$ cat src/rtl/core/sine_pwm_inverter_controller_core_macros.svh
// Assertion macros for the sine PWM inverter controller core.
// Included by the top level. No other dependencies.
`ifndef SINE_PWM_INVERTER_CONTROLLER_CORE_MACROS_SVH
`define SINE_PWM_INVERTER_CONTROLLER_CORE_MACROS_SVH

`ifndef SYNTH
// Same-cycle implication, sampled on clk, off while rst_n is low
`define SPIC_ASSERT_IMPLY(label, ante, cons) \
    label: assert property (@(posedge clk) disable iff (!rst_n) (ante) |-> (cons)) \
        else $error("spic: same-cycle check failed");
// Next-cycle implication, sampled on clk, off while rst_n is low
`define SPIC_ASSERT_NEXT(label, ante, cons) \
    label: assert property (@(posedge clk) disable iff (!rst_n) (ante) |=> (cons)) \
        else $error("spic: next-cycle check failed");
`else
`define SPIC_ASSERT_IMPLY(label, ante, cons)
`define SPIC_ASSERT_NEXT(label, ante, cons)
`endif

`endif

$ cat src/rtl/core/spic_pkg.sv
// Shared types, constants, microcode program and constant tables of the
// sine PWM inverter controller core. No dependencies.
`timescale 1ns / 1ps

package spic_pkg;

    // Sizes
    localparam int unsigned TABLE_DEPTH  = 128;
    localparam int unsigned BLINK_PERIOD = 4096;
    localparam int unsigned FULL_SCALE   = 248;

    localparam int unsigned PHASE_W  = 32;
    localparam int unsigned IDX_W    = $clog2(TABLE_DEPTH);
    localparam int unsigned BLINK_W  = $clog2(BLINK_PERIOD + 1);
    localparam int unsigned SAMPLE_W = 10;
    localparam int unsigned LEVEL_W  = 7;
    localparam int unsigned AMP_W    = 7;
    localparam int unsigned OFFSET_W = 8;
    localparam int unsigned DEAD_W   = 3;
    localparam int unsigned CMP_W    = 8;
    localparam int unsigned SCALE_W  = 8;
    localparam int unsigned Q_FRAC   = 30;
    localparam int unsigned SINE_W   = Q_FRAC + 1;
    localparam int unsigned PROD_W   = SCALE_W + SINE_W;
    localparam int unsigned KIND_W   = 2;
    localparam int unsigned FAULT_W  = 2;
    localparam int unsigned CFG_IDX_W  = 3;
    localparam int unsigned CFG_DATA_W = 32;

    // Fixed-point constants of the sine generator
    localparam logic [63:0] PI_Q30  = 64'd3373259426;
    localparam logic [63:0] ONE_Q30 = 64'd1073741824;
    localparam int unsigned TAYLOR_TERMS = 8;
    localparam int unsigned TAYLOR_DIV [TAYLOR_TERMS] = '{6, 20, 42, 72, 110, 156, 210, 272};

    // Register reset values
    localparam logic [PHASE_W-1:0]  PHASE_INC_RESET = 32'd9126965;
    localparam logic [DEAD_W-1:0]   DEAD_RESET      = 3'd6;
    localparam logic [OFFSET_W-1:0] OFFSET_RESET    = 8'd160;
    localparam logic [AMP_W-1:0]    AMP_MIN_RESET   = 7'd80;
    localparam logic [AMP_W-1:0]    AMP_MAX_RESET   = 7'd100;
    localparam logic [SAMPLE_W-1:0] LOST_AC_RESET   = 10'd32;
    localparam logic [AMP_W-1:0]    AMP_RESET       = 7'd80;

    // Configuration register indexes
    localparam logic [CFG_IDX_W-1:0] CFG_PHASE_INCREMENT   = 3'd0;
    localparam logic [CFG_IDX_W-1:0] CFG_DEAD_TIME         = 3'd1;
    localparam logic [CFG_IDX_W-1:0] CFG_REGULATION_OFFSET = 3'd2;
    localparam logic [CFG_IDX_W-1:0] CFG_AMPLITUDE_MIN     = 3'd3;
    localparam logic [CFG_IDX_W-1:0] CFG_AMPLITUDE_MAX     = 3'd4;
    localparam logic [CFG_IDX_W-1:0] CFG_LOST_AC_LEVEL     = 3'd5;

    // Item kinds
    localparam logic [KIND_W-1:0] KIND_TICK     = 2'd0;
    localparam logic [KIND_W-1:0] KIND_SAMPLE   = 2'd1;
    localparam logic [KIND_W-1:0] KIND_OVERLOAD = 2'd2;

    // Fault codes
    localparam logic [FAULT_W-1:0] FAULT_NONE     = 2'd0;
    localparam logic [FAULT_W-1:0] FAULT_LOST_AC  = 2'd1;
    localparam logic [FAULT_W-1:0] FAULT_OVERLOAD = 2'd2;

    // Sink leg switching indexes
    localparam logic [IDX_W-1:0] IDX_SINK_ONE_LOW  = IDX_W'(0);
    localparam logic [IDX_W-1:0] IDX_SINK_TWO_HIGH = IDX_W'(1);
    localparam logic [IDX_W-1:0] IDX_SINK_TWO_LOW  = IDX_W'(TABLE_DEPTH / 2 + 1);
    localparam logic [IDX_W-1:0] IDX_SINK_ONE_HIGH = IDX_W'(TABLE_DEPTH / 2 + 2);
    localparam logic [BLINK_W-1:0] BLINK_LAST = BLINK_W'(BLINK_PERIOD);

    // Microcode
    typedef enum logic [2:0] {
        OP_NONE,
        OP_FETCH,
        OP_ADVANCE,
        OP_TICK,
        OP_REGULATE,
        OP_OVERLOAD,
        OP_LOOKUP,
        OP_EMIT
    } op_t;

    typedef enum logic [2:0] {
        COND_NEVER,
        COND_ALWAYS,
        COND_NO_WORD,
        COND_OUT_BUSY,
        COND_NOT_TICK,
        COND_NOT_SAMPLE
    } cond_t;

    localparam int unsigned UCODE_LEN = 9;
    localparam int unsigned STEP_W    = $clog2(UCODE_LEN);
    typedef logic [STEP_W-1:0] step_t;

    localparam step_t STEP_FETCH    = STEP_W'(0);
    localparam step_t STEP_DISPATCH = STEP_W'(1);
    localparam step_t STEP_ADVANCE  = STEP_W'(2);
    localparam step_t STEP_TICK     = STEP_W'(3);
    localparam step_t STEP_BRANCH   = STEP_W'(4);
    localparam step_t STEP_REGULATE = STEP_W'(5);
    localparam step_t STEP_OVERLOAD = STEP_W'(6);
    localparam step_t STEP_LOOKUP   = STEP_W'(7);
    localparam step_t STEP_EMIT     = STEP_W'(8);

    // hold: stay on this step, op suppressed; jump: go to target instead of step+1
    typedef struct packed {
        op_t   op;
        cond_t hold;
        cond_t jump;
        step_t target;
    } ucode_t;

    localparam ucode_t UCODE [UCODE_LEN] = '{
        '{OP_FETCH,    COND_NO_WORD,  COND_NEVER,      STEP_FETCH},
        '{OP_NONE,     COND_NEVER,    COND_NOT_TICK,   STEP_BRANCH},
        '{OP_ADVANCE,  COND_NEVER,    COND_NEVER,      STEP_FETCH},
        '{OP_TICK,     COND_NEVER,    COND_ALWAYS,     STEP_LOOKUP},
        '{OP_NONE,     COND_NEVER,    COND_NOT_SAMPLE, STEP_OVERLOAD},
        '{OP_REGULATE, COND_NEVER,    COND_ALWAYS,     STEP_LOOKUP},
        '{OP_OVERLOAD, COND_NEVER,    COND_NEVER,      STEP_FETCH},
        '{OP_LOOKUP,   COND_NEVER,    COND_NEVER,      STEP_FETCH},
        '{OP_EMIT,     COND_OUT_BUSY, COND_ALWAYS,     STEP_FETCH}
    };

    // Sine magnitude table, Q30, built at elaboration from a truncated series
    typedef logic [SINE_W-1:0] sine_rom_t [TABLE_DEPTH];
    typedef logic [SCALE_W-1:0] scale_rom_t [2**AMP_W];

    function automatic logic [SINE_W-1:0] sine_mag_q30(input int unsigned k);
        logic [63:0] m;
        logic [63:0] x;
        logic [63:0] x2;
        logic [63:0] term;
        logic [63:0] sum;
        m = (64'(k) * 64'd2) % TABLE_DEPTH;
        if (64'd2 * m > 64'(TABLE_DEPTH))
            m = 64'(TABLE_DEPTH) - m;
        if (m == 64'd0)
            return '0;
        if (64'd2 * m == 64'(TABLE_DEPTH))
            return SINE_W'(ONE_Q30);
        x    = (PI_Q30 * m) / TABLE_DEPTH;
        x2   = (x * x) >> Q_FRAC;
        term = x;
        sum  = x;
        for (int unsigned n = 1; n <= TAYLOR_TERMS; n++)
        begin
            term = ((term * x2) >> Q_FRAC) / TAYLOR_DIV[n-1];
            if (n % 2 == 1)
                sum = (sum >= term) ? sum - term : 64'd0;
            else
                sum = sum + term;
        end
        if (sum > ONE_Q30)
            sum = ONE_Q30;
        return SINE_W'(sum);
    endfunction

    function automatic sine_rom_t build_sine_rom();
        sine_rom_t rom;
        for (int unsigned k = 0; k < TABLE_DEPTH; k++)
        begin
            rom[k] = sine_mag_q30(k);
        end
        return rom;
    endfunction

    // Amplitude percent to scale, saturating at the compare range
    function automatic scale_rom_t build_scale_rom();
        scale_rom_t rom;
        int unsigned s;
        for (int unsigned a = 0; a < 2**AMP_W; a++)
        begin
            s = (FULL_SCALE * a) / 100;
            rom[a] = (s > 255) ? SCALE_W'(255) : SCALE_W'(s);
        end
        return rom;
    endfunction

    localparam sine_rom_t  SINE_ROM  = build_sine_rom();
    localparam scale_rom_t SCALE_ROM = build_scale_rom();

endpackage

$ cat src/rtl/core/spic_if.sv
// Channel interfaces of the sine PWM inverter controller core: input items,
// result words and configuration writes. Depends on spic_pkg.
`timescale 1ns / 1ps

interface spic_in_if;
    logic                               valid;
    logic                               ready;
    logic [spic_pkg::KIND_W-1:0]        kind;
    logic [spic_pkg::SAMPLE_W-1:0]      sample;

    modport source (output valid, output kind, output sample, input ready);
    modport sink (input valid, input kind, input sample, output ready);
endinterface

interface spic_out_if;
    logic                               valid;
    logic                               ready;
    logic [spic_pkg::CMP_W-1:0]         high_compare;
    logic [spic_pkg::CMP_W-1:0]         low_compare;
    logic                               sink_one;
    logic                               sink_two;
    logic                               status_led;
    logic                               drive_enable;
    logic [spic_pkg::AMP_W-1:0]         amplitude_now;
    logic [spic_pkg::FAULT_W-1:0]       fault_code;

    modport source (
        output valid, output high_compare, output low_compare, output sink_one,
        output sink_two, output status_led, output drive_enable,
        output amplitude_now, output fault_code, input ready
    );
    modport sink (
        input valid, input high_compare, input low_compare, input sink_one,
        input sink_two, input status_led, input drive_enable,
        input amplitude_now, input fault_code, output ready
    );
endinterface

interface spic_cfg_if;
    logic                               valid;
    logic                               ready;
    logic [spic_pkg::CFG_IDX_W-1:0]     index;
    logic [spic_pkg::CFG_DATA_W-1:0]    data;

    modport source (output valid, output index, output data, input ready);
    modport sink (input valid, input index, input data, output ready);
endinterface

$ cat src/rtl/core/sine_pwm_inverter_controller_core.sv
// Top level of the sine PWM inverter controller core: microcode sequencer
// and datapath. Depends on spic_pkg, spic_if.sv and the macros header.
`timescale 1ns / 1ps
`include "sine_pwm_inverter_controller_core_macros.svh"

// Sine PWM inverter controller core.
// Channels: item (sink) takes one word per event: kind 0 PWM tick, 1 output
// voltage sample, 2 overload, 3 no effect. result (source) returns one word
// per item with both compare values, sink leg levels, LED, drive enable,
// amplitude and fault code. cfg (sink) writes one register per handshake;
// it is always ready. It must be written only while the core is idle; the
// core itself does not enforce this. Sequence: a small microcode program
// runs each item through fetch, dispatch, two event steps, table lookup and
// emit, one control word per cycle unless fetch waits for an item or emit
// waits for the result side. The result word is registered by the emit step,
// and the next item is taken only once emit returns to fetch. The sine and
// scale tables are constant logic, the compare value is one 8 x 31 multiply in the lookup step.
// Reset: rst_n clears the sequencer to fetch, loads the register defaults,
// zeroes the phase, blink counter and sinks, arms the first drive enable and
// sets the amplitude to 80 percent. No clearing pass is needed.
// Stall: while result.ready is low and a word is pending, one more item is
// taken and runs up to the emit step, where it holds; no further item is
// accepted until the pending word is taken.
module sine_pwm_inverter_controller_core (
    input  logic            clk,
    input  logic            rst_n,
    spic_cfg_if.sink        cfg,
    spic_in_if.sink         item,
    spic_out_if.source      result
);

    // Configuration registers
    logic [spic_pkg::PHASE_W-1:0]   phase_inc_reg, phase_inc_next;
    logic [spic_pkg::DEAD_W-1:0]    dead_reg, dead_next;
    logic [spic_pkg::OFFSET_W-1:0]  offset_reg, offset_next;
    logic [spic_pkg::AMP_W-1:0]     amp_min_reg, amp_min_next;
    logic [spic_pkg::AMP_W-1:0]     amp_max_reg, amp_max_next;
    logic [spic_pkg::SAMPLE_W-1:0]  lost_ac_reg, lost_ac_next;

    // Sequencer
    spic_pkg::step_t                step_reg, step_next;
    spic_pkg::ucode_t               uword;
    logic                           hold_c;
    logic                           jump_c;

    // Captured item
    logic [spic_pkg::KIND_W-1:0]    kind_reg, kind_next;
    logic [spic_pkg::SAMPLE_W-1:0]  sample_reg, sample_next;

    // Controller state
    logic [spic_pkg::PHASE_W-1:0]   phase_reg, phase_next;
    logic [spic_pkg::BLINK_W-1:0]   blink_reg, blink_next;
    logic                           led_reg, led_next;
    logic                           enable_pending_reg, enable_pending_next;
    logic                           drive_on_reg, drive_on_next;
    logic                           sink_one_reg, sink_one_next;
    logic                           sink_two_reg, sink_two_next;
    logic [spic_pkg::AMP_W-1:0]     amp_reg, amp_next;
    logic [spic_pkg::LEVEL_W-1:0]   last_level_reg, last_level_next;
    logic [spic_pkg::FAULT_W-1:0]   fault_reg, fault_next;
    logic [spic_pkg::PROD_W-1:0]    prod_reg, prod_next;

    // Result word
    logic                           out_valid_reg, out_valid_next;
    logic [spic_pkg::CMP_W-1:0]     out_high_reg, out_high_next;
    logic [spic_pkg::CMP_W-1:0]     out_low_reg, out_low_next;
    logic                           out_sink_one_reg, out_sink_one_next;
    logic                           out_sink_two_reg, out_sink_two_next;
    logic                           out_led_reg, out_led_next;
    logic                           out_drive_reg, out_drive_next;
    logic [spic_pkg::AMP_W-1:0]     out_amp_reg, out_amp_next;
    logic [spic_pkg::FAULT_W-1:0]   out_fault_reg, out_fault_next;

    // Datapath helpers
    logic [spic_pkg::IDX_W-1:0]     index_c;
    logic [spic_pkg::LEVEL_W-1:0]   level_c;
    logic [spic_pkg::OFFSET_W-1:0]  target_c;
    logic [spic_pkg::CMP_W-1:0]     low_c;
    logic [spic_pkg::CMP_W:0]       high_sum_c;

    // Configuration writes
    assign cfg.ready = 1'b1;

    always_comb
    begin
        phase_inc_next = phase_inc_reg;
        dead_next      = dead_reg;
        offset_next    = offset_reg;
        amp_min_next   = amp_min_reg;
        amp_max_next   = amp_max_reg;
        lost_ac_next   = lost_ac_reg;
        if (cfg.valid)
        begin
            case (cfg.index)
                spic_pkg::CFG_PHASE_INCREMENT:   phase_inc_next = cfg.data;
                spic_pkg::CFG_DEAD_TIME:         dead_next = cfg.data[spic_pkg::DEAD_W-1:0];
                spic_pkg::CFG_REGULATION_OFFSET: offset_next = cfg.data[spic_pkg::OFFSET_W-1:0];
                spic_pkg::CFG_AMPLITUDE_MIN:     amp_min_next = cfg.data[spic_pkg::AMP_W-1:0];
                spic_pkg::CFG_AMPLITUDE_MAX:     amp_max_next = cfg.data[spic_pkg::AMP_W-1:0];
                spic_pkg::CFG_LOST_AC_LEVEL:     lost_ac_next = cfg.data[spic_pkg::SAMPLE_W-1:0];
                default:                         phase_inc_next = phase_inc_reg;
            endcase
        end
    end

    always_ff @(posedge clk or negedge rst_n)
    begin
        if (!rst_n)
        begin
            phase_inc_reg <= spic_pkg::PHASE_INC_RESET;
            dead_reg      <= spic_pkg::DEAD_RESET;
            offset_reg    <= spic_pkg::OFFSET_RESET;
            amp_min_reg   <= spic_pkg::AMP_MIN_RESET;
            amp_max_reg   <= spic_pkg::AMP_MAX_RESET;
            lost_ac_reg   <= spic_pkg::LOST_AC_RESET;
        end
        else
        begin
            phase_inc_reg <= phase_inc_next;
            dead_reg      <= dead_next;
            offset_reg    <= offset_next;
            amp_min_reg   <= amp_min_next;
            amp_max_reg   <= amp_max_next;
            lost_ac_reg   <= lost_ac_next;
        end
    end

    // Decode the control word and its conditions
    assign uword = spic_pkg::UCODE[step_reg];

    function automatic logic eval_cond(
        input spic_pkg::cond_t          c,
        input logic                     in_valid,
        input logic                     out_busy,
        input logic [spic_pkg::KIND_W-1:0] kind
    );
        logic r;
        case (c)
            spic_pkg::COND_NEVER:      r = 1'b0;
            spic_pkg::COND_ALWAYS:     r = 1'b1;
            spic_pkg::COND_NO_WORD:    r = !in_valid;
            spic_pkg::COND_OUT_BUSY:   r = out_busy;
            spic_pkg::COND_NOT_TICK:   r = (kind != spic_pkg::KIND_TICK);
            spic_pkg::COND_NOT_SAMPLE: r = (kind != spic_pkg::KIND_SAMPLE);
            default:                   r = 1'b0;
        endcase
        return r;
    endfunction

    assign hold_c = eval_cond(uword.hold, item.valid, out_valid_reg && !result.ready, kind_reg);
    assign jump_c = eval_cond(uword.jump, item.valid, out_valid_reg && !result.ready, kind_reg);

    // Advance the step counter
    always_comb
    begin
        if (hold_c)
            step_next = step_reg;
        else if (jump_c)
            step_next = uword.target;
        else
            step_next = step_reg + spic_pkg::STEP_W'(1);
    end

    assign item.ready = (uword.op == spic_pkg::OP_FETCH);

    // Table index, sample level, regulation target, compare values
    assign index_c = phase_reg[spic_pkg::PHASE_W-1 -: spic_pkg::IDX_W];
    assign level_c = sample_reg[spic_pkg::SAMPLE_W-1 -: spic_pkg::LEVEL_W];
    assign low_c   = prod_reg[spic_pkg::Q_FRAC +: spic_pkg::CMP_W];
    assign high_sum_c = {1'b0, low_c} + (spic_pkg::CMP_W + 1)'(dead_reg);

    always_comb
    begin
        if (offset_reg < {1'b0, level_c})
            target_c = {1'b0, amp_max_reg};
        else
            target_c = offset_reg - {1'b0, level_c};
        if (target_c >= {1'b0, amp_max_reg})
            target_c = {1'b0, amp_max_reg};
        if (target_c <= {1'b0, amp_min_reg})
            target_c = {1'b0, amp_min_reg};
    end

    // Execute the control word
    always_comb
    begin
        kind_next           = kind_reg;
        sample_next         = sample_reg;
        phase_next          = phase_reg;
        blink_next          = blink_reg;
        led_next            = led_reg;
        enable_pending_next = enable_pending_reg;
        drive_on_next       = drive_on_reg;
        sink_one_next       = sink_one_reg;
        sink_two_next       = sink_two_reg;
        amp_next            = amp_reg;
        last_level_next     = last_level_reg;
        fault_next          = fault_reg;
        prod_next           = prod_reg;
        out_valid_next      = out_valid_reg && !result.ready;
        out_high_next       = out_high_reg;
        out_low_next        = out_low_reg;
        out_sink_one_next   = out_sink_one_reg;
        out_sink_two_next   = out_sink_two_reg;
        out_led_next        = out_led_reg;
        out_drive_next      = out_drive_reg;
        out_amp_next        = out_amp_reg;
        out_fault_next      = out_fault_reg;

        if (!hold_c)
        begin
            case (uword.op)
                spic_pkg::OP_FETCH:
                begin
                    kind_next   = item.kind;
                    sample_next = item.sample;
                end
                spic_pkg::OP_ADVANCE:
                begin
                    if (fault_reg != spic_pkg::FAULT_OVERLOAD)
                        phase_next = phase_reg + phase_inc_reg;
                end
                spic_pkg::OP_TICK:
                begin
                    if (fault_reg != spic_pkg::FAULT_OVERLOAD)
                    begin
                        // Switch the sink legs at their phases
                        if (index_c == spic_pkg::IDX_SINK_ONE_LOW)
                            sink_one_next = 1'b0;
                        else if (index_c == spic_pkg::IDX_SINK_TWO_HIGH)
                            sink_two_next = 1'b1;
                        else if (index_c == spic_pkg::IDX_SINK_TWO_LOW)
                            sink_two_next = 1'b0;
                        else if (index_c == spic_pkg::IDX_SINK_ONE_HIGH)
                            sink_one_next = 1'b1;
                        // Blink and first-pass enable
                        if (blink_reg == spic_pkg::BLINK_LAST)
                        begin
                            blink_next = '0;
                            led_next   = !led_reg;
                            if (enable_pending_reg && fault_reg == spic_pkg::FAULT_NONE)
                            begin
                                drive_on_next       = 1'b1;
                                enable_pending_next = 1'b0;
                            end
                        end
                        else
                        begin
                            blink_next = blink_reg + spic_pkg::BLINK_W'(1);
                        end
                    end
                end
                spic_pkg::OP_REGULATE:
                begin
                    if (fault_reg == spic_pkg::FAULT_NONE)
                    begin
                        if (level_c != last_level_reg)
                        begin
                            amp_next        = target_c[spic_pkg::AMP_W-1:0];
                            last_level_next = level_c;
                        end
                        if (sample_reg <= lost_ac_reg)
                        begin
                            fault_next          = spic_pkg::FAULT_LOST_AC;
                            drive_on_next       = 1'b0;
                            enable_pending_next = 1'b0;
                        end
                    end
                end
                spic_pkg::OP_OVERLOAD:
                begin
                    if (kind_reg == spic_pkg::KIND_OVERLOAD)
                    begin
                        if (fault_reg == spic_pkg::FAULT_NONE)
                            fault_next = spic_pkg::FAULT_OVERLOAD;
                        drive_on_next       = 1'b0;
                        enable_pending_next = 1'b0;
                    end
                end
                spic_pkg::OP_LOOKUP:
                begin
                    prod_next = spic_pkg::PROD_W'(spic_pkg::SCALE_ROM[amp_reg])
                              * spic_pkg::PROD_W'(spic_pkg::SINE_ROM[index_c]);
                end
                spic_pkg::OP_EMIT:
                begin
                    out_valid_next    = 1'b1;
                    out_low_next      = low_c;
                    out_high_next     = high_sum_c[spic_pkg::CMP_W]
                                      ? {spic_pkg::CMP_W{1'b1}}
                                      : high_sum_c[spic_pkg::CMP_W-1:0];
                    out_sink_one_next = sink_one_reg;
                    out_sink_two_next = sink_two_reg;
                    out_led_next      = led_reg;
                    out_drive_next    = drive_on_reg;
                    out_amp_next      = amp_reg;
                    out_fault_next    = fault_reg;
                end
                default:
                begin
                    prod_next = prod_reg;
                end
            endcase
        end
    end

    // Control and state registers
    always_ff @(posedge clk or negedge rst_n)
    begin
        if (!rst_n)
        begin
            step_reg           <= spic_pkg::STEP_FETCH;
            phase_reg          <= '0;
            blink_reg          <= '0;
            led_reg            <= 1'b0;
            enable_pending_reg <= 1'b1;
            drive_on_reg       <= 1'b0;
            sink_one_reg       <= 1'b0;
            sink_two_reg       <= 1'b0;
            amp_reg            <= spic_pkg::AMP_RESET;
            last_level_reg     <= '0;
            fault_reg          <= spic_pkg::FAULT_NONE;
            out_valid_reg      <= 1'b0;
        end
        else
        begin
            step_reg           <= step_next;
            phase_reg          <= phase_next;
            blink_reg          <= blink_next;
            led_reg            <= led_next;
            enable_pending_reg <= enable_pending_next;
            drive_on_reg       <= drive_on_next;
            sink_one_reg       <= sink_one_next;
            sink_two_reg       <= sink_two_next;
            amp_reg            <= amp_next;
            last_level_reg     <= last_level_next;
            fault_reg          <= fault_next;
            out_valid_reg      <= out_valid_next;
        end
    end

    // Payload registers
    always_ff @(posedge clk)
    begin
        kind_reg         <= kind_next;
        sample_reg       <= sample_next;
        prod_reg         <= prod_next;
        out_high_reg     <= out_high_next;
        out_low_reg      <= out_low_next;
        out_sink_one_reg <= out_sink_one_next;
        out_sink_two_reg <= out_sink_two_next;
        out_led_reg      <= out_led_next;
        out_drive_reg    <= out_drive_next;
        out_amp_reg      <= out_amp_next;
        out_fault_reg    <= out_fault_next;
    end

    // Drive the result channel
    assign result.valid         = out_valid_reg;
    assign result.high_compare  = out_high_reg;
    assign result.low_compare   = out_low_reg;
    assign result.sink_one      = out_sink_one_reg;
    assign result.sink_two      = out_sink_two_reg;
    assign result.status_led    = out_led_reg;
    assign result.drive_enable  = out_drive_reg;
    assign result.amplitude_now = out_amp_reg;
    assign result.fault_code    = out_fault_reg;

    // Checks
    `SPIC_ASSERT_IMPLY(a_fault_blocks_drive, fault_reg != spic_pkg::FAULT_NONE, !drive_on_reg && !enable_pending_reg)
    `SPIC_ASSERT_NEXT(a_fault_sticky, fault_reg != spic_pkg::FAULT_NONE, fault_reg == $past(fault_reg))
    `SPIC_ASSERT_IMPLY(a_load_from_emit, $rose(out_valid_reg), $past(step_reg) == spic_pkg::STEP_EMIT)

endmodule

$ cat src/flat_wrapper.sv
// flat-port wrapper written by rule: the top's interface ports become plain ports
module sine_pwm_inverter_controller_core_flat 
  (clk, rst_n, cfg_valid, cfg_index, cfg_data, cfg_ready, item_valid, item_kind, item_sample, item_ready, result_valid, result_high_compare, result_low_compare, result_sink_one, result_sink_two, result_status_led, result_drive_enable, result_amplitude_now, result_fault_code, result_ready);
  spic_cfg_if cfg_i ();
  spic_in_if item_i ();
  spic_out_if result_i ();
  input  logic clk;
  input  logic rst_n;
  input wire logic [$bits(cfg_i.valid)-1:0] cfg_valid;
  input wire logic [$bits(cfg_i.index)-1:0] cfg_index;
  input wire logic [$bits(cfg_i.data)-1:0] cfg_data;
  output wire logic [$bits(cfg_i.ready)-1:0] cfg_ready;
  input wire logic [$bits(item_i.valid)-1:0] item_valid;
  input wire logic [$bits(item_i.kind)-1:0] item_kind;
  input wire logic [$bits(item_i.sample)-1:0] item_sample;
  output wire logic [$bits(item_i.ready)-1:0] item_ready;
  output wire logic [$bits(result_i.valid)-1:0] result_valid;
  output wire logic [$bits(result_i.high_compare)-1:0] result_high_compare;
  output wire logic [$bits(result_i.low_compare)-1:0] result_low_compare;
  output wire logic [$bits(result_i.sink_one)-1:0] result_sink_one;
  output wire logic [$bits(result_i.sink_two)-1:0] result_sink_two;
  output wire logic [$bits(result_i.status_led)-1:0] result_status_led;
  output wire logic [$bits(result_i.drive_enable)-1:0] result_drive_enable;
  output wire logic [$bits(result_i.amplitude_now)-1:0] result_amplitude_now;
  output wire logic [$bits(result_i.fault_code)-1:0] result_fault_code;
  input wire logic [$bits(result_i.ready)-1:0] result_ready;
  assign cfg_i.valid = cfg_valid;
  assign cfg_i.index = cfg_index;
  assign cfg_i.data = cfg_data;
  assign cfg_ready = cfg_i.ready;
  assign item_i.valid = item_valid;
  assign item_i.kind = item_kind;
  assign item_i.sample = item_sample;
  assign item_ready = item_i.ready;
  assign result_valid = result_i.valid;
  assign result_high_compare = result_i.high_compare;
  assign result_low_compare = result_i.low_compare;
  assign result_sink_one = result_i.sink_one;
  assign result_sink_two = result_i.sink_two;
  assign result_status_led = result_i.status_led;
  assign result_drive_enable = result_i.drive_enable;
  assign result_amplitude_now = result_i.amplitude_now;
  assign result_fault_code = result_i.fault_code;
  assign result_i.ready = result_ready;
  sine_pwm_inverter_controller_core u_core (.clk(clk), .rst_n(rst_n), .cfg(cfg_i), .item(item_i), .result(result_i));
endmodule
$ cat config.mk
export PLATFORM = sky130hd
export DESIGN_NAME = sine_pwm_inverter_controller_core_flat
export DESIGN_NICKNAME = d
export VERILOG_FILES = /design/src/rtl/core/spic_pkg.sv /design/src/rtl/core/spic_if.sv /design/src/rtl/core/sine_pwm_inverter_controller_core.sv /design/src/flat_wrapper.sv
export VERILOG_INCLUDE_DIRS = /design/src /design/src/rtl/core
export SDC_FILE = /design/constraint.sdc
export NUM_CORES = 1
export LEC_CHECK = 0
export ABC_AREA = 1
export BUFFER_PORTS_ARGS = -buffer_cell sky130_fd_sc_hd__buf_2
export CAP_MARGIN = 25
export CORE_ASPECT_RATIO = 2
export CORE_MARGIN = 1
export CORE_UTILIZATION = 40
export DETAILED_ROUTE_END_ITERATION = 8
export SYNTH_ARGS = -nofsm -noshare
export SYNTH_HDL_FRONTEND = slang
export SYNTH_SLANG_ARGS = --single-unit
$ cat constraint.sdc
create_clock -name clk -period 7 [get_ports clk]
set_input_delay 1.75 -clock clk [delete_from_list [all_inputs] [get_ports clk]]
set_output_delay 1.75 -clock clk [all_outputs]
set_load 0.005 [all_outputs]
==> results of run 1 <==
## cell usage in the layout (no fill, tap or decap), types with 9 or more instances in the layout
cell type	instances
sky130_fd_sc_hd__a21oi_1	110
sky130_fd_sc_hd__ha_1	157
sky130_fd_sc_hd__o22ai_1	20
sky130_fd_sc_hd__nor3_1	26
sky130_fd_sc_hd__inv_1	470
sky130_fd_sc_hd__a21o_1	16
sky130_fd_sc_hd__xnor2_1	20
sky130_fd_sc_hd__inv_2	14
sky130_fd_sc_hd__dfrtp_1	113
sky130_fd_sc_hd__nor2_1	339
sky130_fd_sc_hd__clkbuf_16	17
sky130_fd_sc_hd__xor2_1	23
sky130_fd_sc_hd__nor2_2	9
sky130_fd_sc_hd__o21ai_1	19
sky130_fd_sc_hd__o211ai_1	18
sky130_fd_sc_hd__dfstp_2	23
sky130_fd_sc_hd__buf_2	81
sky130_fd_sc_hd__buf_4	114
sky130_fd_sc_hd__nand2_1	590
sky130_fd_sc_hd__nand2_2	11
sky130_fd_sc_hd__nor4_1	11
sky130_fd_sc_hd__nand3_1	103
sky130_fd_sc_hd__o21a_1	14
sky130_fd_sc_hd__a31oi_1	26
sky130_fd_sc_hd__fa_1	175
sky130_fd_sc_hd__mux2_2	23
sky130_fd_sc_hd__o21ai_0	196
sky130_fd_sc_hd__nand4_1	19
sky130_fd_sc_hd__edfxtp_1	49
## through the flow
step | TNS [ns] | power [mW] | worst slack [ns] | instances
after floorplan | 0 | 5.11 | 1.03 | 2787
after global placement | -0.275 | 7.43 | -0.275 | 3565
after detailed placement | -0.235 | 7.46 | -0.235 | 3565
after CTS | 0 | 8.48 | 0.106 | 3597
after global routing | -0.0208 | 9.32 | -0.0208 | 3600
final | 0 | 8.71 | 0.202 | 3600
## worst reg2reg max path, delay by kind of cell (launching register included)
family,cells,cell delay [ns]
DFF,1,0.45
xor gates and xnor gates,1,0.12
adders and majority gates,6,2.72
buffers and inverters,8,0.94
and+or+nand+nor,9,1.51
AOI/OAI and AO/OA,3,0.83
## what timing repair did
action,4_1_cts,5_1_grt
setup buffers,0,2
cloned,0,0
pin swaps,0,1
gates resized for setup,4,27
setup endpoints to repair,1,8
## power groups by stage
| stage | clock network (mW) | registers [mW] | logic (mW) |
|---|---|---|---|
| after floorplan | 0 | 1.66 | 3.46 |
| after global placement | 0 | 1.71 | 5.71 |
| after detailed placement | 0 | 1.73 | 5.73 |
| after CTS | 1.01 | 1.71 | 5.76 |
| after global routing | 1.05 | 1.74 | 6.53 |
| final | 0.991 | 1.70 | 6.01 |
## cell families after synthesis
family                   Yosys count  synth area share [%]
other                              1                0.0179
multiplexers                      23                  1.24
buffers and inverters            569                  10.6
XOR/XNOR                          43                  1.80
AND/OR/NAND/NOR                 1154                  23.1
flip-flops                       187                  23.7
AO/OA/AOI/OAI                    478                  13.3
adder cells (fa/ha/maj)          332                  26.2
## metal layers
layer / share of wire [%] / vias to the layer above / GRT usage (%)
met5: 0.035 / - / 0
met4: 11 / 4 / 28.0
met3: 4.5 / 341 / 5.72
met2: 54 / 706 / 57.8
met1: 31 / 9262 / 26.9
li1: - / 9174 / -
## area by class of cell
cell class                      count  area [um2]  share of cell area (%)
Clock buffer                       19         433                    1.85
Sequential cell                   187        4960                    21.2
Tap cell                          660         826                    3.53
Clock inverter                     13         155                   0.664
Inverter                          491        1860                    7.94
Timing Repair Buffer              199        1320                    5.66
Multi-Input combinational cell   2031       13800                    59.2
## worst min path at each step
stage                         from                              to  slack, ns  cells after the start
3_5_place_dp   u_core.drive_on_reg      u_core.result.drive_enable       0.43                      0
4_1_cts        u_core.drive_on_reg      u_core.result.drive_enable       0.46                      0
5_1_grt        u_core.drive_on_reg      u_core.result.drive_enable       0.47                      0
6_report       u_core.drive_on_reg      u_core.result.drive_enable       0.45                      0
2_1_floorplan    u_core.amp_reg[5]  u_core.result.amplitude_now[5]       0.42                      0
3_3_place_gp   u_core.sink_two_reg          u_core.result.sink_two       0.43                      0
==> impl_results.rst, run 1 <==
.. list-table::
   :header-rows: 1

   * - Metric
     - Value
   * - Run status
     - finished clean
   * - Crit path required time
     - between 7 and 8 ns
   * - Sequential group share of total power
     - between 15 and 20%
   * - Worst reg2reg startpoint
     - u_core.phase_reg[25]
   * - Seq/Total Area, Yosys
     - 23.7%
   * - Flip-flop and latch count after synthesis
     - 187
   * - # fillers
     - 5358
   * - Clock network power share
     - 11.4%
   * - Stages on the worst setup path
     - 27
   * - Proportion of register bits with asynchronous set or reset after synthesis
     - 73.8%
   * - Critical path startpoint
     - u_core.phase_reg[25]
   * - Core Rows
     - 118
   * - Effective utilization at floorplan
     - 40.4%
   * - Portion of synthesized cell area occupied by the leading cell type
     - 16.8%
   * - Vias in the first global route
     - 21.0k
   * - Routed Antenna Nets
     - 0
   * - Peak Freq
     - 147 MHz
   * - Worst hold slack across all endpoints
     - 0.454 ns
   * - Combinational fraction of design power
     - 69.1%
   * - Setup repair after global routing missed its margin
     - yes
   * - Mapped Area
     - 0.0209 mm2
   * - Max-slew violation total from the final report
     - 0
   * - Count of distinct cell types in the synthesized netlist
     - 71
   * - Final estimated routing congestion in global placement
     - 1.08
   * - Count of hold-fix buffers inserted at cts
     - 0
   * - Number of buffers inserted during clock tree synthesis
     - 17
   * - Clock-pin slew on the worst setup and hold paths
     - ~0.09 ns
   * - Total grt overflow
     - 0
   * - Fraction of power spent switching nets
     - 56.2%
   * - Final Util
     - 45.2%
   * - Area added between synthesis and finish
     - 11.9%
   * - Fraction of layout cells with a size suffix above 1
     - 12.3%
   * - Nature of the critical path startpoint
     - register
   * - Class of the tightest hold or removal check
     - register to register
   * - Final Instance Area
     - roughly 0.023 mm2
   * - Setup slack of the most critical reg-to-reg path
     - 0.20 ns
   * - Setup Skew
     - 0.0178 ns
   * - Die area
     - 0.0532 mm2
   * - Routed via count
     - 19.5k
   * - Average routed wire per standard cell
     - 22.0 um
   * - Violation count after the first detailed-route iteration
     - 876
   * - Post-synthesis cell count
     - 2787
   * - IO Port Bufs
     - 82
   * - Number of synthesis warnings
     - 0
   * - Kind of cell adding the most delay to the critical path
     - adder cells
   * - Post-Syn Nets
     - roughly 3.2k
   * - Clock latency reported for the late side of the worst-skew pair
     - ~0.47 ns
   * - Logic depth of the worst register-to-register path
     - 27
   * - Cell type with the highest aggregate area in the netlist
     - sky130_fd_sc_hd__fa_1
   * - Pin count of the biggest net entering global routing
     - 80
   * - Power density relative to cell area
     - 372 mW/mm2
   * - Max Cap Viol
     - 0
   * - Cell at the slowest stage of the critical path
     - sky130_fd_sc_hd__fa_1
   * - Initial antenna violation count
     - 4
   * - Total global routing track utilization
     - between 30% and 40%
   * - Root Buffer
     - sky130_fd_sc_hd__clkbuf_16
   * - Final period util
     - a little over nine tenths
   * - Average size of a mapped cell
     - 7.50 um2
   * - First-pass GRT wire length
     - between 100000 and 150000 um
   * - Maximum ir drop on the vdd rail
     - 0.000267 V
   * - Total detailed-routing wirelength
     - 79200 um
   * - Sw Pwr
     - 4.89 mW
   * - Drc violations
     - 0
   * - Dominant cell by count in the synthesized netlist
     - sky130_fd_sc_hd__nand2_1
   * - Vertical die dimension
     - 325 um
   * - Final net count
     - approximately 3.3k
   * - Leakage
     - 12.1 nW
   * - Final-report hold violation count
     - 0
   * - Number of antenna diodes
     - 0
   * - Slew of the pin with the lowest slew margin
     - 1.01 ns
   * - Top FF cell, synth
     - sky130_fd_sc_hd__dfrtp_1
   * - Data arrival time of the worst path
     - 7.01 ns
   * - Number of failing setup endpoints in the final timing report
     - 0
   * - Number of synthesized flops with an enable pin
     - 49
   * - First drt pass iteration count
     - 6
   * - H-tree depth
     - 4
   * - Max stage delay on crit path
     - 0.55 ns
   * - Type of the worst setup path
     - register to register
   * - Top fanout value on the critical path
     - 6
   * - Most common cell on crit path
     - sky130_fd_sc_hd__inv_1
   * - Standard cell core area
     - 0.0517 mm2
   * - Capturing point of the worst reg2reg path
     - u_core.prod_reg[36]
   * - Cell Int Power
     - 3.82 mW
   * - Critical Path End
     - u_core.prod_reg[36]
   * - Vias per Instance
     - 5.41
   * - Maximum number of buffers from clock root to sink
     - 2
   * - Crit path buffers/inverters
     - 8
   * - Clock tree from TritonCTS
     - yes
   * - Horizontal die dimension
     - about 160 um
   * - Final min period
     - 6.80 ns
   * - Leading post-synthesis cells by cell area
     - sky130_fd_sc_hd__fa_1, sky130_fd_sc_hd__dfrtp_1, sky130_fd_sc_hd__nand2_1, sky130_fd_sc_hd__ha_1, sky130_fd_sc_hd__inv_1
   * - HPWL Detailed
     - 64500 um
   * - Placed cell area
     - 0.0227 mm2
   * - Commonest cells in the netlist
     - sky130_fd_sc_hd__nand2_1, sky130_fd_sc_hd__inv_1, sky130_fd_sc_hd__nor2_1, sky130_fd_sc_hd__o21ai_0, sky130_fd_sc_hd__fa_1
   * - Crit path capture type
     - register
   * - Number of ports placed on the die boundary
     - 84
   * - Number of clock sinks seen by CTS
     - 187
   * - Slew Limit Headroom
     - about 32%
Note: power is estimated with default switching activity, not from simulation.
==> run 2, diff against run 1 <==
Clock period 7 ns to 6.7 ns, I/O delays scaled along.
==> run 2 against run 1 <==
Compared with the run above: sequential cell count unchanged; critical path type unchanged; sequential power up 5%; clock power up 14%; final cell count up 2.4%; count of clock-buffer cells in the layout down 2; register-to-register slack worse by 0.08 ns; combinational power up 11%; total power up 10%; setup slack worse by 0.077 ns; via count up 1.8%; highest routed layer unchanged; critical path depth down 2.
==> impl_results.rst, run 2 (synthesis results as in run 1) <==
.. list-table::
   :header-rows: 1

   * - Metric
     - Value
   * - Run status
     - finished clean
   * - Commonest non-fill, non-tap cells in the layout
     - sky130_fd_sc_hd__nand2_1, sky130_fd_sc_hd__inv_1, sky130_fd_sc_hd__nor2_1, sky130_fd_sc_hd__o21ai_0, sky130_fd_sc_hd__buf_4
   * - Type of the worst setup path
     - register to register
   * - Standard cell core area
     - 0.0517 mm2 (unchanged)
   * - Crit path required time
     - 6.91 ns (-0.31 ns)
   * - Vertical die dimension
     - 325 um (unchanged)
   * - Number of buffers inserted during clock tree synthesis
     - 17 (unchanged)
   * - Total detailed-routing wirelength
     - 79700 um (+0.68%)
   * - Final estimated routing congestion in global placement
     - 1.03 (-4.2%)
   * - Effective utilization at floorplan
     - 40.4% (unchanged)
   * - Fraction of power spent switching nets
     - 54.8% (-1.4 points)
   * - Final-report hold violation count
     - 0 (unchanged)
   * - Slew Limit Headroom
     - 36.8% (+4.4 points)
   * - Leakage
     - 12.6 nW (+4.1%)
   * - Final Util
     - 47.0% (+1.8 points)
   * - Logic depth of the worst register-to-register path
     - 25 (-7.4%)
   * - Clock tree from TritonCTS
     - yes
   * - Worst reg2reg startpoint
     - u_core.phase_reg[27]
   * - Power density relative to cell area
     - 396 mW/mm2 (+6.2%)
   * - Crit path buffers/inverters
     - 8 (unchanged)
   * - Setup Skew
     - 0.0166 ns (-0.00128 ns)
   * - Max-slew violation total from the final report
     - 0 (unchanged)
   * - Final Instance Area
     - 0.0243 mm2 (+3.9%)
   * - Average routed wire per standard cell
     - 21.6 um (-1.6%)
   * - Nature of the critical path startpoint
     - register
   * - # fillers
     - 5271 (-1.6%)
   * - H-tree depth
     - 4 (unchanged)
   * - Number of antenna diodes
     - 0 (unchanged)
   * - Cell at the slowest stage of the critical path
     - sky130_fd_sc_hd__fa_1
   * - Routed Antenna Nets
     - 0 (unchanged)
   * - First-pass GRT wire length
     - 121000 um (+0.31%)
   * - HPWL Detailed
     - 65700 um (+1.8%)
   * - Final min period
     - 6.57 ns (-0.223 ns)
   * - Setup repair after global routing missed its margin
     - yes
   * - Clock network power share
     - 11.7% (+0.3 points)
   * - Total global routing track utilization
     - 30.8% (-0.069 points)
   * - Placed cell area
     - 0.0234 mm2 (+3.3%)
   * - Root Buffer
     - sky130_fd_sc_hd__clkbuf_16
   * - Drc violations
     - 0 (unchanged)
   * - Sw Pwr
     - 5.27 mW (+7.7%)
   * - First drt pass iteration count
     - 9 (+3)
   * - Kind of cell adding the most delay to the critical path
     - adder cells
   * - Sequential group share of total power
     - 18.6% (-1.0 points)
   * - Horizontal die dimension
     - 164 um (unchanged)
   * - Max stage delay on crit path
     - 0.54 ns (about the same)
   * - Violation count after the first detailed-route iteration
     - 951 (+8.6%)
   * - Cell Int Power
     - 4.34 mW (+14%)
   * - Peak Freq
     - 152 MHz (+3.4%)
   * - Worst hold slack across all endpoints
     - 0.456 ns (+0.00230 ns)
   * - Reg area
     - 0.00496 mm2 (about the same)
   * - Routed via count
     - 19.8k (+1.8%)
   * - Maximum number of buffers from clock root to sink
     - 2 (unchanged)
   * - Initial antenna violation count
     - 1 (-3)
   * - Combinational fraction of design power
     - 69.6% (+0.5 points)
   * - Die area
     - 0.0532 mm2 (unchanged)
   * - Vias in the first global route
     - 21.5k (+2.3%)
   * - Hold Path Cell Cnt
     - 0 (unchanged)
   * - Core Rows
     - 118 (unchanged)
   * - Crit path capture type
     - register
   * - IO Port Bufs
     - 82 (unchanged)
   * - Launch point of the worst hold path
     - u_core.drive_on_reg
   * - Stages on the worst setup path
     - 25 (-7.4%)
   * - Final net count
     - 3396 (+2.6%)
   * - Area added between synthesis and finish
     - 16.3%
   * - Most common cell after layout, fill and taps aside
     - sky130_fd_sc_hd__nand2_1
   * - Critical path startpoint
     - u_core.phase_reg[27]
   * - Fraction of layout cells with a size suffix above 1
     - 15.3% (+3.0 points)
   * - Top fanout value on the critical path
     - 12 (+6)
   * - Final critical-path setup slack
     - 0.126 ns (-0.0768 ns)
   * - Data arrival time of the worst path
     - 6.79 ns (-0.22 ns)
   * - Area of the multi-input gates
     - 0.0139 mm2 (+0.60%)
   * - Number of clock sinks seen by CTS
     - 187 (unchanged)
   * - Number of ports placed on the die boundary
     - 84 (unchanged)
   * - Clock latency reported for the late side of the worst-skew pair
     - 0.47 ns (about the same)
   * - Total grt overflow
     - 0 (unchanged)
   * - Number of failing setup endpoints in the final timing report
     - 0 (unchanged)
   * - Slew of the pin with the lowest slew margin
     - 0.949 ns (-0.0627 ns)
   * - Worst slack after detailed placement
     - -0.300 ns (-0.0647 ns)
   * - Pwr Total
     - 9.61 mW (+10%)
   * - Clock-pin slew on the worst setup and hold paths
     - 0.09 ns (about the same)
   * - Maximum ir drop on the vdd rail
     - 0.000312 V (+17%)
   * - Max Cap Viol
     - 0 (unchanged)
   * - Final period util
     - 98.1% (+1.0 points)
   * - Vias per Instance
     - 5.38 (-0.55%)
   * - Class of the tightest hold or removal check
     - register to register
   * - Pin count of the biggest net entering global routing
     - 84 (+5.0%)
==> run 2: worst paths after layout <==
check | end | slack [ns]
min in group asynchronous | u_core.lost_ac_reg[0] | 1.21
setup / recovery | u_core.prod_reg[32] | 0.13
setup reg to reg | u_core.prod_reg[32] | 0.13
hold reg to reg | u_core.result.drive_enable | 0.46
max in group asynchronous | u_core.phase_reg[25] | 4.15
hold / removal | u_core.result.drive_enable | 0.46
==> run 2: what timing repair did <==
item,4_1_cts,5_1_grt
buffers inserted,0,2
gates resized for setup,9,45
pin swaps,0,2
endpoints found under the setup margin,2,8
hold buffers,0,0
==> run 2: power groups by stage <==
stage	logic, mW	registers [mW]	clock network [mW]
2_1_floorplan	3.61	1.73	0
3_3_place_gp	6.44	1.80	0
3_5_place_dp	6.46	1.81	0
4_1_cts	6.50	1.79	1.15
5_1_grt	7.24	1.83	1.19
6_report	6.69	1.79	1.13
==> run 2: cell type report <==
class                      count  share of cell area [%]
multi-input combinational   2031                    57.3
sequential                   187                    20.4
timing repair buffer         284                    8.58
inverter                     491                    7.65
tap                          660                    3.40
clock buffer                  17                    1.75
clock inverter                15                   0.958
==> run 2: worst reg2reg max path: cells and delay by family, from the launching register on <==
family                   cells  cell delay (ns)
flip-flops                   1             0.47
AND/OR/NAND/NOR              5             0.82
AO/OA/AOI/OAI                6             1.44
XOR/XNOR                     1             0.20
adder cells (fa/ha/maj)      5             2.39
buffers and inverters        8             0.99
==> run 2: layer usage <==
| layer | global-route usage [%] | part of all wire, % |
|---|---|---|
| met1 | 26.8 | 31 |
| met2 | 59.2 | 55 |
| met3 | 4.41 | 3.8 |
| met4 | 26.8 | 10 |
| met5 | 0 | 0.014 |
==> run 2: metrics by stage <==
| stage | setup TNS [ns] | cells |
|---|---|---|
| after floorplan | 0 | 2787 |
| after global placement | -0.374 | 3648 |
| after detailed placement | -0.387 | 3649 |
| after CTS | 0 | 3681 |
| after global routing | -0.0855 | 3685 |
| final | 0 | 3685 |
==> run 3, diff against run 2 <==
Settings changed: ABC_AREA 1 to default.
==> run 3 against run 2 <==
Compared with the run above: worst hold slack gained 0.021 ns; first-iteration DRC count shrank 24%; fmax is essentially flat; die area shrank 2.2%; final area grew 8.9%; global-route usage shrank 2.0 points; clock skew shrank 0.00069 ns; synthesized cell count shrank 15%; highest routed layer is now met4.
==> impl_results.rst, run 3 <==
.. list-table::
   :header-rows: 1

   * - Metric
     - Value
   * - Slew Limit Headroom
     - 34.1% (-2.7 points)
   * - Proportion of register bits with asynchronous set or reset after synthesis
     - 73.8% (unchanged)
   * - Horizontal die dimension
     - 162 um (-1.1%)
   * - Nature of the critical path startpoint
     - register
   * - Data arrival time of the worst path
     - 6.80 ns (about the same)
   * - Number of ports placed on the die boundary
     - 84 (unchanged)
   * - Max stage delay on crit path
     - 0.54 ns (about the same)
   * - Final Util
     - 52.7% (+5.7 points)
   * - Max-slew violation total from the final report
     - 0 (unchanged)
   * - Global routing met1 resource utilization
     - 26.6% (-0.27 points)
   * - Slew of the pin with the lowest slew margin
     - 0.987 ns (+0.0380 ns)
   * - Cell at the slowest stage of the critical path
     - sky130_fd_sc_hd__fa_1
   * - Run status
     - finished clean
   * - Post-synthesis cell count
     - 2365 (-15%)
   * - Total detailed-routing wirelength
     - 72900 um (-8.5%)
   * - Vias per Instance
     - 5.52 (+2.5%)
   * - Average routed wire per standard cell
     - 21.4 um (-0.96%)
   * - Portion of synthesized cell area occupied by the leading cell type
     - 17.1% (+0.37 points)
   * - Fraction of layout cells with a size suffix above 1
     - 32.0% (+17 points)
   * - Worst slack after detailed placement
     - -0.816 ns (-0.516 ns)
   * - Class of the tightest hold or removal check
     - register to register
   * - Cell type with the highest aggregate area in the netlist
     - sky130_fd_sc_hd__fa_1
   * - Type of the worst setup path
     - register to register
   * - Effective utilization at floorplan
     - 40.7% (+0.26 points)
   * - Seq/Total Area, Yosys
     - 24.2% (+0.53 points)
   * - Mapped Area
     - 0.0204 mm2 (-2.2%)
   * - Setup Skew
     - 0.0159 ns (-0.000690 ns)
   * - Vias in the first global route
     - 20.2k (-5.9%)
   * - Routed via count
     - 18.8k (-5.3%)
   * - Most common cell on crit path
     - sky130_fd_sc_hd__buf_4
   * - Commonest cells in the netlist
     - sky130_fd_sc_hd__inv_1, sky130_fd_sc_hd__nor2_1, sky130_fd_sc_hd__nand2_1, sky130_fd_sc_hd__fa_1, sky130_fd_sc_hd__ha_1
   * - Flip-flop and latch count after synthesis
     - 187 (unchanged)
   * - Count of distinct cell types in the synthesized netlist
     - 93 (+31%)
   * - Die area
     - 0.0521 mm2 (-2.2%)
   * - Global-route met2 utilization
     - 54.3% (-4.9 points)
   * - Drc violations
     - 0 (unchanged)
   * - Total grt overflow
     - 0 (unchanged)
   * - Top fanout value on the critical path
     - 4 (-8)
   * - H-tree depth
     - 4 (unchanged)
   * - Final std cells w/o fill
     - 3403 (-7.7%)
   * - Clock latency reported for the late side of the worst-skew pair
     - 0.47 ns (about the same)
   * - Number of failing setup endpoints in the final timing report
     - 0 (unchanged)
   * - Number of clock sinks seen by CTS
     - 187 (unchanged)
   * - Number of synthesized flops with an enable pin
     - 49 (unchanged)
   * - Highest-utilization routing layer at the global route stage
     - met2
   * - Number of buffers inserted during clock tree synthesis
     - 17 (unchanged)
   * - Kind of cell adding the most delay to the critical path
     - adder cells
   * - Core Rows
     - 116 (-1.7%)
   * - Dominant cell by count in the synthesized netlist
     - sky130_fd_sc_hd__inv_1
   * - Final period util
     - 98.1% (about the same)
   * - Final net count
     - 3124 (-8.0%)
   * - Final min period
     - 6.57 ns (-0.000111 ns)
   * - First drt pass iteration count
     - 5 (-4)
   * - Routed Antenna Nets
     - 0 (unchanged)
   * - Final-report hold violation count
     - 0 (unchanged)
   * - Number of synthesis warnings
     - 0 (unchanged)
   * - Final critical-path setup slack
     - 0.126 ns (+0.000111 ns)
   * - IO Port Bufs
     - 82 (unchanged)
   * - Clock tree from TritonCTS
     - yes
   * - Clock-pin slew on the worst setup and hold paths
     - 0.09 ns (about the same)
   * - Maximum number of buffers from clock root to sink
     - 2 (unchanged)
   * - Peak Freq
     - 152 MHz (about the same)
   * - Max Cap Viol
     - 0 (unchanged)
   * - Area added between synthesis and finish
     - 29.5%
   * - Placed cell area
     - 0.0241 mm2 (+2.8%)
   * - Violation count after the first detailed-route iteration
     - 727 (-24%)
   * - Top FF cell, synth
     - sky130_fd_sc_hd__dfrtp_1
   * - Standard cell core area
     - 0.0502 mm2 (-2.8%)
   * - Post-Syn Nets
     - 2749 (-13%)
   * - First-pass GRT wire length
     - 113000 um (-6.9%)
   * - Vertical die dimension
     - 322 um (-1.1%)
   * - Root Buffer
     - sky130_fd_sc_hd__clkbuf_16
   * - Crit path required time
     - 6.93 ns (+0.02 ns)
   * - Final estimated routing congestion in global placement
     - 1.03 (about the same)
   * - Total global routing track utilization
     - 28.8% (-2.0 points)
   * - Pin count of the biggest net entering global routing
     - 74 (-12%)
   * - Cell count after placement
     - 3322 (-9.0%)
   * - Commonest non-fill, non-tap cells in the layout
     - sky130_fd_sc_hd__buf_4, sky130_fd_sc_hd__inv_1, sky130_fd_sc_hd__nor2_1, sky130_fd_sc_hd__nand2_1, sky130_fd_sc_hd__fa_1
   * - Average size of a mapped cell
     - 8.64 um2 (+15%)
   * - Most common cell after layout, fill and taps aside
     - sky130_fd_sc_hd__buf_4
   * - Crit path capture type
     - register
   * - Initial antenna violation count
     - 0 (-1)
   * - Final Instance Area
     - 0.0265 mm2 (+8.9%)
   * - Met3 Usage GRT
     - 4.31% (-0.098 points)
   * - Leading post-synthesis cells by cell area
     - sky130_fd_sc_hd__fa_1, sky130_fd_sc_hd__dfrtp_1, sky130_fd_sc_hd__ha_1, sky130_fd_sc_hd__edfxtp_1, sky130_fd_sc_hd__inv_1
   * - Crit path buffers/inverters
     - 9 (+1)
   * - HPWL Detailed
     - 58700 um (-11%)
==> run 3: final cells by class <==
cell class | instances | area (um2)
antenna | 1 | 2.50
sequential | 187 | 4970
clock buffer | 17 | 425
clock inverter | 15 | 209
fill | 4830 | 23700
inverter | 305 | 1160
multi-input combinational | 1752 | 15100
timing repair buffer | 477 | 3820
tap | 649 | 812
==> run 3: layer usage <==
layer | up-vias | routed length (um) | share of wire, %
li1 | 8720 | - | -
met1 | 9249 | 23900 | 33
met2 | 544 | 39400 | 54
met3 | 270 | 2580 | 3.5
met4 | 0 | 7050 | 9.7
met5 | - | 0 | 0
==> run 3: logic make-up (layout without fill, tap and decap cells) <==
logic type	after synthesis	in the layout	synth area share, %
multiplexers	94	94	5.47
AO/OA/AOI/OAI	522	522	16.2
other	1	2	0.0184
AND/OR/NAND/NOR	744	744	16.7
flip-flops	187	187	24.2
XOR/XNOR	59	59	2.53
adder cells (fa/ha/maj)	332	332	26.8
buffers and inverters	426	814	8.11
==> run 3: worst register-to-register path, delay by kind of cell (launching register included) <==
kind | cells | cell delay, ns
and+or+nand+nor | 4 | 0.62
adders and majority gates | 6 | 2.64
DFF | 1 | 0.43
AOI/OAI and AO/OA | 8 | 1.52
buffers and inverters | 9 | 0.98
xor gates and xnor gates | 1 | 0.14
==> run 3: path summary, 6_finish.rpt <==
kind	endpoint	slack, ns	depth (start not counted)	start
setup / recovery	u_core.prod_reg[34]	0.13	28	u_core.phase_reg[25]
hold / removal	u_core.result.drive_enable	0.48	0	u_core.drive_on_reg
setup reg to reg	u_core.prod_reg[34]	0.13	28	u_core.phase_reg[25]
hold reg to reg	u_core.result.drive_enable	0.48	0	u_core.drive_on_reg
max in group asynchronous	u_core.dead_reg[1]	4.48	3	rst_n
min in group asynchronous	u_core.phase_inc_reg[27]	1.20	1	rst_n
==> run 3: per-stage QoR <==
stage | setup TNS, ns | hold slack (ns)
CTS | 0 | 0.472
global placement | -4.51 | 0.451
finish | 0 | 0.478
detailed placement | -4.89 | 0.453
floorplan | 0 | 0.419
global route | -0.408 | 0.488
==> run 3: timing repair <==
action,CTS,global route
buffers inserted,21,26
resized for setup,134,202
pin swaps,34,124
setup endpoints to repair,8,15
cloned,1,0
hold buffers,0,0
Power of run 3 is not shown: default switching activity piles up to over one toggle a cycle in this logic, so the estimate is an artifact.
